[src/design/apd_pkg.sv]
// Shared types and constants for the audio packet deframer.
package apd_pkg;

  localparam int HDR_LEN    = 40;
  localparam int HDR_BITS   = HDR_LEN * 8;
  localparam int HCNT_W     = 6;
  localparam int PCNT_W     = 34;
  localparam int PART_W     = 24;
  localparam int FIFO_DEPTH = 4;
  localparam int TDATA_W    = 280;
  localparam int CFG_IDX_W  = 2;
  localparam int CFG_DATA_W = 32;

  typedef enum logic [1:0] {
    KIND_HEADER = 2'd0,
    KIND_SAMPLE = 2'd1,
    KIND_STATUS = 2'd2
  } kind_t;

  typedef enum logic [2:0] {
    ST_OK       = 3'd0,
    ST_SHORT    = 3'd1,
    ST_MAGIC    = 3'd2,
    ST_VERSION  = 3'd3,
    ST_FORMAT   = 3'd4,
    ST_CHANNELS = 3'd5,
    ST_LENGTH   = 3'd6
  } status_t;

  typedef enum logic [CFG_IDX_W-1:0] {
    CFG_MAGIC    = 2'd0,
    CFG_VERSION  = 2'd1,
    CFG_FORMAT   = 2'd2,
    CFG_CHANNELS = 2'd3
  } cfg_idx_t;

  typedef struct packed {
    logic [31:0] magic;
    logic [15:0] version;
    logic [15:0] format;
    logic [15:0] channels;
  } cfg_t;

  typedef struct packed {
    kind_t       kind;
    status_t     status;
    logic [15:0] hdr_flags;
    logic [63:0] lease_tag;
    logic [63:0] sequence_number;
    logic [63:0] first_sample;
    logic [31:0] declared_samples;
    logic [31:0] sample_bits;
    logic        packet_done;
  } res_t;

endpackage

[src/design/apd_cfg.sv]
// Check registers for the header compare.
module apd_cfg (
  input  logic                            clk,
  input  logic                            rst_n,
  input  logic                            cfg_we,
  input  logic [apd_pkg::CFG_IDX_W-1:0]   cfg_addr,
  input  logic [apd_pkg::CFG_DATA_W-1:0]  cfg_wdata,
  output apd_pkg::cfg_t                   cfg
);

  apd_pkg::cfg_t cfg_r, cfg_nxt;

  always_comb begin
    cfg_nxt = cfg_r;
    if (cfg_we) begin
      unique case (apd_pkg::cfg_idx_t'(cfg_addr))
        apd_pkg::CFG_MAGIC:    cfg_nxt.magic    = cfg_wdata;
        apd_pkg::CFG_VERSION:  cfg_nxt.version  = cfg_wdata[15:0];
        apd_pkg::CFG_FORMAT:   cfg_nxt.format   = cfg_wdata[15:0];
        apd_pkg::CFG_CHANNELS: cfg_nxt.channels = cfg_wdata[15:0];
        default:               cfg_nxt = cfg_r;
      endcase
    end
  end

  always_ff @(posedge clk) begin
    if (!rst_n) begin
      cfg_r <= '0;
    end else begin
      cfg_r <= cfg_nxt;
    end
  end

  assign cfg = cfg_r;

endmodule

[src/design/apd_parse.sv]
// Per-byte packet parser: header gather and check, sample assembly, end status.
module apd_parse (
  input  logic          clk,
  input  logic          rst_n,
  input  apd_pkg::cfg_t cfg,
  input  logic          in_fire,
  input  logic [7:0]    in_byte,
  input  logic          in_last,
  output logic          res0_vld,
  output apd_pkg::res_t res0,
  output logic          res1_vld,
  output apd_pkg::res_t res1
);

  localparam int HB = apd_pkg::HDR_BITS;

  logic [apd_pkg::HCNT_W-1:0] hcnt_r, hcnt_nxt;
  logic [HB-1:0]              hdr_r, hdr_nxt, hdr_cur;
  logic [apd_pkg::PCNT_W-1:0] pcnt_r, pcnt_nxt;
  logic [apd_pkg::PART_W-1:0] part_r, part_nxt;
  logic                       hval_r, hval_nxt;
  apd_pkg::status_t           fail_r, fail_nxt;

  logic             in_hdr, hdr_done, in_pay, smp_emit, first_vld, pkt_end;
  logic [1:0]       phase;
  logic [31:0]      decl;
  apd_pkg::status_t chk, st;
  apd_pkg::res_t    hdr_res, smp_res, st_res;

  always_comb begin
    hcnt_nxt = hcnt_r;
    hdr_nxt  = hdr_r;
    pcnt_nxt = pcnt_r;
    part_nxt = part_r;
    hval_nxt = hval_r;
    fail_nxt = fail_r;

    in_hdr  = hcnt_r < apd_pkg::HCNT_W'(apd_pkg::HDR_LEN);
    // header shifts in from the top; byte 0 ends up in the low bits
    hdr_cur = in_hdr ? {in_byte, hdr_r[HB-1:8]} : hdr_r;
    hdr_done = in_fire && (hcnt_r == apd_pkg::HCNT_W'(apd_pkg::HDR_LEN - 1));
    pkt_end  = in_fire && in_last;
    decl     = hdr_cur[287:256];

    priority if (hdr_cur[31:0] != cfg.magic)      chk = apd_pkg::ST_MAGIC;
    else if (hdr_cur[47:32] != cfg.version)        chk = apd_pkg::ST_VERSION;
    else if (hdr_cur[303:288] != cfg.format)       chk = apd_pkg::ST_FORMAT;
    else if (hdr_cur[319:304] != cfg.channels)     chk = apd_pkg::ST_CHANNELS;
    else                                           chk = apd_pkg::ST_OK;

    phase    = pcnt_r[1:0];
    in_pay   = in_fire && !in_hdr && hval_r && (pcnt_r != '1);
    smp_emit = in_pay && (phase == 2'd3);

    if (in_fire && in_hdr) begin
      hdr_nxt  = hdr_cur;
      hcnt_nxt = hcnt_r + 1'b1;
    end
    if (hdr_done) begin
      fail_nxt = chk;
      hval_nxt = (chk == apd_pkg::ST_OK);
    end
    if (in_pay) begin
      pcnt_nxt = pcnt_r + 1'b1;
      if (phase == 2'd3) begin
        part_nxt = '0;
      end else begin
        part_nxt = part_r | (apd_pkg::PART_W'(in_byte) << {phase, 3'b000});
      end
    end

    priority if (hcnt_nxt < apd_pkg::HCNT_W'(apd_pkg::HDR_LEN)) st = apd_pkg::ST_SHORT;
    else if (!hval_nxt)                                         st = fail_nxt;
    else if (pcnt_nxt != {decl, 2'b00})                         st = apd_pkg::ST_LENGTH;
    else                                                        st = apd_pkg::ST_OK;

    if (pkt_end) begin
      hcnt_nxt = '0;
      pcnt_nxt = '0;
      part_nxt = '0;
      hval_nxt = 1'b0;
      fail_nxt = apd_pkg::ST_OK;
    end
  end

  always_comb begin
    hdr_res                  = '0;
    hdr_res.kind             = apd_pkg::KIND_HEADER;
    hdr_res.status           = apd_pkg::ST_OK;
    hdr_res.hdr_flags        = hdr_cur[63:48];
    hdr_res.lease_tag        = hdr_cur[127:64];
    hdr_res.sequence_number  = hdr_cur[191:128];
    hdr_res.first_sample     = hdr_cur[255:192];
    hdr_res.declared_samples = decl;

    smp_res             = '0;
    smp_res.kind        = apd_pkg::KIND_SAMPLE;
    smp_res.status      = apd_pkg::ST_OK;
    smp_res.sample_bits = {in_byte, part_r};

    st_res             = '0;
    st_res.kind        = apd_pkg::KIND_STATUS;
    st_res.status      = st;
    st_res.packet_done = 1'b1;

    first_vld = (hdr_done && (chk == apd_pkg::ST_OK)) || smp_emit;
    res0_vld  = first_vld || pkt_end;
    res0      = first_vld ? (hdr_done ? hdr_res : smp_res) : st_res;
    res1_vld  = first_vld && pkt_end;
    res1      = st_res;
  end

  always_ff @(posedge clk) begin
    if (!rst_n) begin
      hcnt_r <= '0;
      pcnt_r <= '0;
      part_r <= '0;
      hval_r <= 1'b0;
      fail_r <= apd_pkg::ST_OK;
    end else begin
      hcnt_r <= hcnt_nxt;
      pcnt_r <= pcnt_nxt;
      part_r <= part_nxt;
      hval_r <= hval_nxt;
      fail_r <= fail_nxt;
    end
  end

  always_ff @(posedge clk) begin
    hdr_r <= hdr_nxt;
  end

`ifndef SYNTHESIS
  a_hcnt_range: assert property (@(posedge clk) disable iff (!rst_n)
    hcnt_r <= apd_pkg::HCNT_W'(apd_pkg::HDR_LEN))
    else $error("header count past header length");

  a_hval_full: assert property (@(posedge clk) disable iff (!rst_n)
    hval_r |-> (hcnt_r == apd_pkg::HCNT_W'(apd_pkg::HDR_LEN)) && (fail_r == apd_pkg::ST_OK))
    else $error("header accepted before full or with a failure code");

  a_pay_needs_hdr: assert property (@(posedge clk) disable iff (!rst_n)
    (pcnt_r != '0) |-> hval_r)
    else $error("payload counted without an accepted header");

  a_end_status: assert property (@(posedge clk) disable iff (!rst_n)
    pkt_end |-> (res1_vld ? res1.packet_done : res0.packet_done))
    else $error("last byte produced no end status");
`endif

endmodule

[src/design/apd_fifo.sv]
// Result queue: takes up to two words a cycle, hands out one.
module apd_fifo #(
  parameter int DEPTH = apd_pkg::FIFO_DEPTH  // power of two, at least 2
) (
  input  logic          clk,
  input  logic          rst_n,
  input  logic          wr0_vld,
  input  apd_pkg::res_t wr0,
  input  logic          wr1_vld,
  input  apd_pkg::res_t wr1,
  output logic          room2,
  output logic          rd_vld,
  input  logic          rd_rdy,
  output apd_pkg::res_t rd_data
);

  localparam int PW = $clog2(DEPTH);
  localparam int CW = PW + 1;

  apd_pkg::res_t  mem_r [DEPTH];
  logic [PW-1:0]  wr_ptr_r, wr_ptr_nxt, rd_ptr_r, rd_ptr_nxt;
  logic [CW-1:0]  cnt_r, cnt_nxt;
  logic           pop;

  always_comb begin
    pop        = rd_vld && rd_rdy;
    wr_ptr_nxt = wr_ptr_r + PW'(wr0_vld) + PW'(wr1_vld);
    rd_ptr_nxt = rd_ptr_r + PW'(pop);
    cnt_nxt    = cnt_r + CW'(wr0_vld) + CW'(wr1_vld) - CW'(pop);
  end

  always_ff @(posedge clk) begin
    if (wr0_vld) mem_r[wr_ptr_r] <= wr0;
    if (wr1_vld) mem_r[wr_ptr_r + PW'(1)] <= wr1;
  end

  always_ff @(posedge clk) begin
    if (!rst_n) begin
      wr_ptr_r <= '0;
      rd_ptr_r <= '0;
      cnt_r    <= '0;
    end else begin
      wr_ptr_r <= wr_ptr_nxt;
      rd_ptr_r <= rd_ptr_nxt;
      cnt_r    <= cnt_nxt;
    end
  end

  assign room2   = cnt_r <= CW'(DEPTH - 2);
  assign rd_vld  = cnt_r != '0;
  assign rd_data = mem_r[rd_ptr_r];

`ifndef SYNTHESIS
  a_no_overflow: assert property (@(posedge clk) disable iff (!rst_n)
    cnt_r <= CW'(DEPTH))
    else $error("result queue overflow");

  a_pair_order: assert property (@(posedge clk) disable iff (!rst_n)
    wr1_vld |-> wr0_vld)
    else $error("second slot written without the first");
`endif

endmodule

[src/design/audio_packet_deframer_core.sv]
// Audio packet deframer top level: config registers, parser, result queue.
//
//   channel | dir | tdata (low bit up)                       | tuser | tlast
//   --------+-----+------------------------------------------+-------+-------------
//   in_     | in  | data_byte                                | -     | end_of_packet
//   out_    | out | status, hdr_flags, lease_tag, seq number,| kind  | packet_done
//           |     | first_sample, declared_samples, sample   |       |
//   cfg_    | in  | write: cfg_addr selects, cfg_wdata value | -     | -
//
// One byte is taken per cycle while in_tready is high; its results are written
// into the result queue in the same cycle and can leave on the next edge. A byte
// yields at most two words (header or sample, then end status). in_tready is high
// while the queue has room for two words, so a stalled output backs up the input
// once fewer than two entries are free. Reset is synchronous and clears all control state.
module audio_packet_deframer_core #(
  parameter int FIFO_DEPTH = apd_pkg::FIFO_DEPTH
) (
  input  logic                             clk,
  input  logic                             rst_n,
  input  logic                             in_tvalid,
  output logic                             in_tready,
  input  logic [7:0]                       in_tdata,   // data_byte
  input  logic                             in_tlast,
  output logic                             out_tvalid,
  input  logic                             out_tready,
  // status[2:0] hdr_flags[18:3] lease_tag[82:19] sequence_number[146:83]
  // first_sample[210:147] declared_samples[242:211] sample_bits[274:243]
  output logic [apd_pkg::TDATA_W-1:0]      out_tdata,
  output logic [1:0]                       out_tuser,  // kind
  output logic                             out_tlast,
  input  logic                             cfg_we,
  input  logic [apd_pkg::CFG_IDX_W-1:0]    cfg_addr,
  input  logic [apd_pkg::CFG_DATA_W-1:0]   cfg_wdata
);

  apd_pkg::cfg_t cfg;
  apd_pkg::res_t res0, res1, head;
  logic          res0_vld, res1_vld, room2, in_fire;

  assign in_tready = room2;
  assign in_fire   = in_tvalid && in_tready;

  apd_cfg u_cfg (
    .clk       (clk),
    .rst_n     (rst_n),
    .cfg_we    (cfg_we),
    .cfg_addr  (cfg_addr),
    .cfg_wdata (cfg_wdata),
    .cfg       (cfg)
  );

  apd_parse u_parse (
    .clk      (clk),
    .rst_n    (rst_n),
    .cfg      (cfg),
    .in_fire  (in_fire),
    .in_byte  (in_tdata),
    .in_last  (in_tlast),
    .res0_vld (res0_vld),
    .res0     (res0),
    .res1_vld (res1_vld),
    .res1     (res1)
  );

  apd_fifo #(
    .DEPTH (FIFO_DEPTH)
  ) u_fifo (
    .clk     (clk),
    .rst_n   (rst_n),
    .wr0_vld (res0_vld),
    .wr0     (res0),
    .wr1_vld (res1_vld),
    .wr1     (res1),
    .room2   (room2),
    .rd_vld  (out_tvalid),
    .rd_rdy  (out_tready),
    .rd_data (head)
  );

  assign out_tdata = {5'b00000, head.sample_bits, head.declared_samples, head.first_sample,
                      head.sequence_number, head.lease_tag, head.hdr_flags, head.status};
  assign out_tuser = head.kind;
  assign out_tlast = head.packet_done;

endmodule
[config.mk]
export PLATFORM = sky130hd
export DESIGN_NAME = audio_packet_deframer_core
export DESIGN_NICKNAME = d
export VERILOG_FILES = /design/src/design/apd_pkg.sv /design/src/design/apd_cfg.sv /design/src/design/apd_parse.sv /design/src/design/apd_fifo.sv /design/src/design/audio_packet_deframer_core.sv
export SDC_FILE = /design/constraint.sdc
export NUM_CORES = 2
export LEC_CHECK = 0
export BUFFER_PORTS_ARGS = -buffer_cell sky130_fd_sc_hd__buf_2
export CAP_MARGIN = 5
export CELL_PAD_IN_SITES_DETAIL_PLACEMENT = 1
export CELL_PAD_IN_SITES_GLOBAL_PLACEMENT = 1
export CORE_MARGIN = 5
export CORE_UTILIZATION = 40
export CTS_BUF_LIST = sky130_fd_sc_hd__clkbuf_8 sky130_fd_sc_hd__clkbuf_16
export DETAILED_ROUTE_END_ITERATION = 10
export PLACE_DENSITY = 0.73
export SETUP_SLACK_MARGIN = 0.02
export SYNTH_ARGS = -nofsm -noshare
export SYNTH_HDL_FRONTEND = slang
export SYNTH_SLANG_ARGS = --single-unit
[constraint.sdc]
create_clock -name clk -period 26.7 [get_ports clk]
set_input_delay 4.005 -clock clk [delete_from_list [all_inputs] [get_ports clk]]
set_output_delay 4.005 -clock clk [all_outputs]
set_load 0.005 [all_outputs]
======== Yosys cells after proc, flatten, opt, wreduce, memory -nomap -nowiden ========
Memory sizes are Yosys's and may differ from the RTL's. A register that Yosys moved wholly into a read port is not among the register bits.
Cells that the tools add are included.
W data, S select, Z words.
storage, ports and cells
  flip-flop bits (word level) ............. 475
  bits in latches ......................... 0
  RAM bits ................................ 1,112
  ROM bits ................................ 0
  bits of input ports ..................... 48
  output and inout port bits .............. 285
  memories kept ........................... 1
cells by class
  add/sub/neg operators ................... 9
  multipliers ............................. 0
  div/mod/pow operators ................... 0
  magnitude comparators ................... 3
  eq/ne operators ......................... 11
  shift operators ......................... 1
  mux-type cells .......................... 20
  bitwise logic cells ..................... 2
  reduce and logical (&&, ||, !) cells .... 22
memory list
  name          depth  width  rd ports  clocked after memory_dff  wr ports  RTL line        source
  u_fifo.mem_r  4      278    1         1                         2         apd_fifo.sv:20  apd_pkg::res_t mem_r [DEPTH];
operators by type and width
  cell                     count
  $mux W320                1
  $mux W278                1
  $mux W277                1
  $ne A16 B16 Y1           3
  $add A34 B1 Y34 const B  1
  $mux W34                 1
  $ne A34 B34 Y1           1
  $ne A34 B34 Y1 const B   1
  $ne A32 B32 Y1           1
  $mux W24                 1
  $mux W3                  8
  $or A24 B24 Y24          1
  $shl A8 B5 Y24           1
  $lt A6 B6 Y1 const B     2
  $logic_and A1 B1 Y1      11
  $reduce_and A2 Y1        4
  $add A2 B1 Y2            3
  $add A3 B1 Y3            2
  $add A6 B1 Y6 const B    1
  $eq A2 B2 Y1 const B     3
  $eq A6 B6 Y1 const B     1
  $mux W6                  1
  $mux W1                  5
  $le A3 B2 Y1 const B     1
  other kinds (11)         12

======== Longest topological paths before layout ========
  depth in word-level cells ............... 14
  gate-level depth with buffers ........... 20
  gate-level depth less buffers ........... 15

======== By module ========
A second synthesis with hierarchy kept.
second synthesis, totals
  cell total of the unflattened synthesis .. 5,482
  area total of the unflattened synthesis .. 81,141.6 sq um
by module, submodules not included
  module                      instances  cells an instance  area each (sq um)
  apd_fifo                    1          2,732              55,184.2
  apd_parse                   1          2,446              22,892.0
  apd_cfg                     1          297                3,017.9
  audio_packet_deframer_core  1          7                  47.5

======== Least setup slack after synthesis ========
OpenSTA, ideal clock, no wires.
  path kind ............................... input to register
  start point ............................. input in_tvalid
  end point ............................... memory u_fifo.mem_r[1][275] in the netlist's numbering, data pin
  setup time .............................. 0.182 ns
  arrival time ............................ 15.002 ns
  required time ........................... 26.518 ns
  slack ................................... 11.516 ns
  cell stages on the path ................. 9
  path through ............................ o21a_1 > and2_0 > clkbuf_1 > and4_1 > nand2_1 > nor2_1 > o22ai_1 > a211oi_1 > nor4b_1
RTL lines
  element             RTL line                          source
  start: declaration  audio_packet_deframer_core.sv:20  input logic in_tvalid,
  end: declaration    apd_fifo.sv:20

==> results.toml <==
[die]
start_util = 0.402
row_count = 151
die_area_um2 = 178000
die_x_um = 422
io_pins = 333
die_y_um = 422
coreArea_um2 = 169000

[detailed_routing]
antenna_left = 0
firstDrtPassIters = 5
totalWireLength_um = 239000
detail_route.wl_per_cell_um = 26.7
dr_total_vias = 54345
drtIter0Drc = 4525
viasPerCell = 6.08
drc = 0

[timing]
slew_headroom = 0.221
rsz0062_at_grt = "false"
skew_ns = 0.0334
tightest_slew_ns = 1.17
setup_viol = 0
tns_ns = 0
finalCritPeriodShare = 0.337
drv_slew = 0
whs_ns = 0.449
finalHoldViolCount = 0
fmax_ghz = 0.111
final.min_clock_period_ns = 9.00

[worst_setup_path]
cp-startpoint = "u_fifo.rd_ptr_r[0]$_SDFF_PN0_"
end_kind = "output pin"
cp-start-kind = "flip-flop"
crit_fanout = 91
arrival_ns = 5.00
required_ns = 22.69
path_class = "flip-flop to output pin"
timing.rr.start = "u_parse.hcnt_r[3]$_SDFF_PP0_"

[layout]
syn2layout_area_growth_pct = 12.6
fin_util = 0.452
final_nets = 6630
drive_gt1_frac = 0.151
antenna_cells = 0
fin_cells = 8944

[clock_tree]
path_clk_slew_ns = 0.06
postCtsHoldBufs = 0
cts_root_buffer = "clkbuf_16"
post_cts_buffers = 0
cts_sinks = 1583
cts_buffers = 174
cts_max_level = 4
cts_tree = "done"
clk_latency_ns = 0.82
post_cts_resized = 0
cts_buffer_depth = 3

[global_route]
grt_max_degree = 200
grt-ovfl-total = 0
grt_pass1_vias = 57601
grt_first_pass_wirelength_um = 361000
antenna_found_initial = 5
track_usage = 0.258

[worst_hold_path]
hold_class = "flip-flop to flip-flop"
hold_start = "u_fifo.mem_r[3][276]$_SDFFE_PP0N_"

[synthesis]
netlist_instances = 6593
synth_area_leaders = "dfxtp_1 (37%), edfxtp_1 (15%), mux4_2 (9.2%), a22oi_1 (8.4%), nor2_1 (6.4%)"
yosys.area.top_type = "dfxtp_1"
ys_ff_latch = 1583
ys_async_sr_fraction = 0
seq_area_frac_synth = 0.516
syn_avg_cell_area_um2 = 10.3
synth_edf_count = 332
synth_cell_type_count = 81
netlist_area_um2 = 67900
yosysTopAreaCellShare = 0.369
yosys_warnings = 0
ys.flop_type = "dfxtp_1"

[pwr]
vdd_drop_max_mv = 0.0568
p_per_area_nw_per_um2 = 81.0
p_leak_nw = 29.2

[flow_run]
cap_violations = 0

[place]
hpwlAfterDp_um = 143000
port_buffers = 327
place_inst = 8616
gp_congestion = 0.890

[outcome]
outcome = "finished, final reports clean"
## routing by layer
metal  part of all wire  global-route usage  vias up
li1                   -                   -    23910
met1               0.42               0.330    28211
met2               0.48               0.439     1769
met3              0.053              0.0344      455
met4              0.046               0.114        0
met5                  0                   0        -
## worst max-delay path, stage by stage, from the launching register on
cell and delay, ns:
dfxtp_4 0.88, buf_4 0.78, buf_12 0.63, buf_4 0.87
mux4_2 0.69, buf_2 0.18
## cell type report
class / count / area [µm²]
timing repair buffer: 404 / 2330
clock buffer: 215 / 5020
inverter: 327 / 1230
clock inverter: 113 / 793
multi-input combinational: 4084 / 29300
tap: 2218 / 2780
sequential: 1583 / 35000
fill: 18345 / 92600
## power by group
part | switching, mW | internal [mW] | total (mW) | leakage [nW]
combinational | 0.638 | 0.258 | 0.895 | 12.9
sequential | 0.184 | 2.68 | 2.86 | 13.2
clock | 1.04 | 1.39 | 2.44 | 3.06
## synth_stat cells (all sizes together), types with 25 or more instances
master     n
dfxtp   1251
nor2    1166
a22oi    764
clkbuf   365
edfxtp   332
inv      326
nand2    299
mux4     277
nand3    267
mux2i    251
o31ai    241
buf      238
a21boi    81
o21ai     74
xnor2     61
a32oi     60
a21oi     58
xor2      42
nand4     40
nor2b     40
a22o      39
nand2b    33
nor3      32
nor4      25
## worst paths after layout
kind                                  endpoint  slack, ns  cells after the start
min reg2reg  u_fifo.mem_r[3][276]$_SDFFE_PP0N_       0.45                      1
min          u_fifo.mem_r[3][276]$_SDFFE_PP0N_       0.45                      1
max reg2reg  u_fifo.mem_r[3][235]$_SDFFE_PP0N_      19.33                     14
max                             out_tdata[195]      17.70                      5
## flip-flops by register name, summed over array words and instances, names as in the netlist
signal	flops
u_parse.part_r	24
u_parse.pcnt_r	34
u_parse.hval_r	1
u_parse.hdr_r	320
u_fifo.mem_r	1108
u_parse.fail_r	3
u_cfg.cfg	80
u_fifo.wr_ptr_r	2
u_fifo.cnt_r	3
u_parse.hcnt_r	6
u_fifo.rd_ptr_r	2
## through the flow
stage	total power [mW]	cell area [µm²]	setup slack, ns
3_5_place_dp	3.81	70700	17.37
4_1_cts	6.23	76500	17.39
5_1_grt	6.41	76500	17.22
6_report	6.19	76500	17.70
3_3_place_gp	3.78	70700	17.52
2_1_floorplan	3.47	67900	11.52
## logic make-up after synthesis
family | share of synthesized area
and+or+nand+nor | 0.125
xor gates and xnor gates | 0.0140
buffers and inverters | 0.0547
muxes | 0.133
DFF | 0.516
other | 0.0000552
adders and majority gates | 0.00181
AOI/OAI and AO/OA | 0.156
## layout by cell type, fill, tap and decap left out, types with 72 or more instances in the layout
cell type     n
mux2i_1     251
edfxtp_1    332
a21boi_0     81
nand2_1     298
o21ai_0      72
clkbuf_16   183
nand3_1     267
inv_1       372
dfxtp_1    1249
buf_2       327
a22oi_1     764
nor2_1     1160
mux4_2      277
o31ai_1     241
No activity file was read; power rests on OpenSTA's default activity.
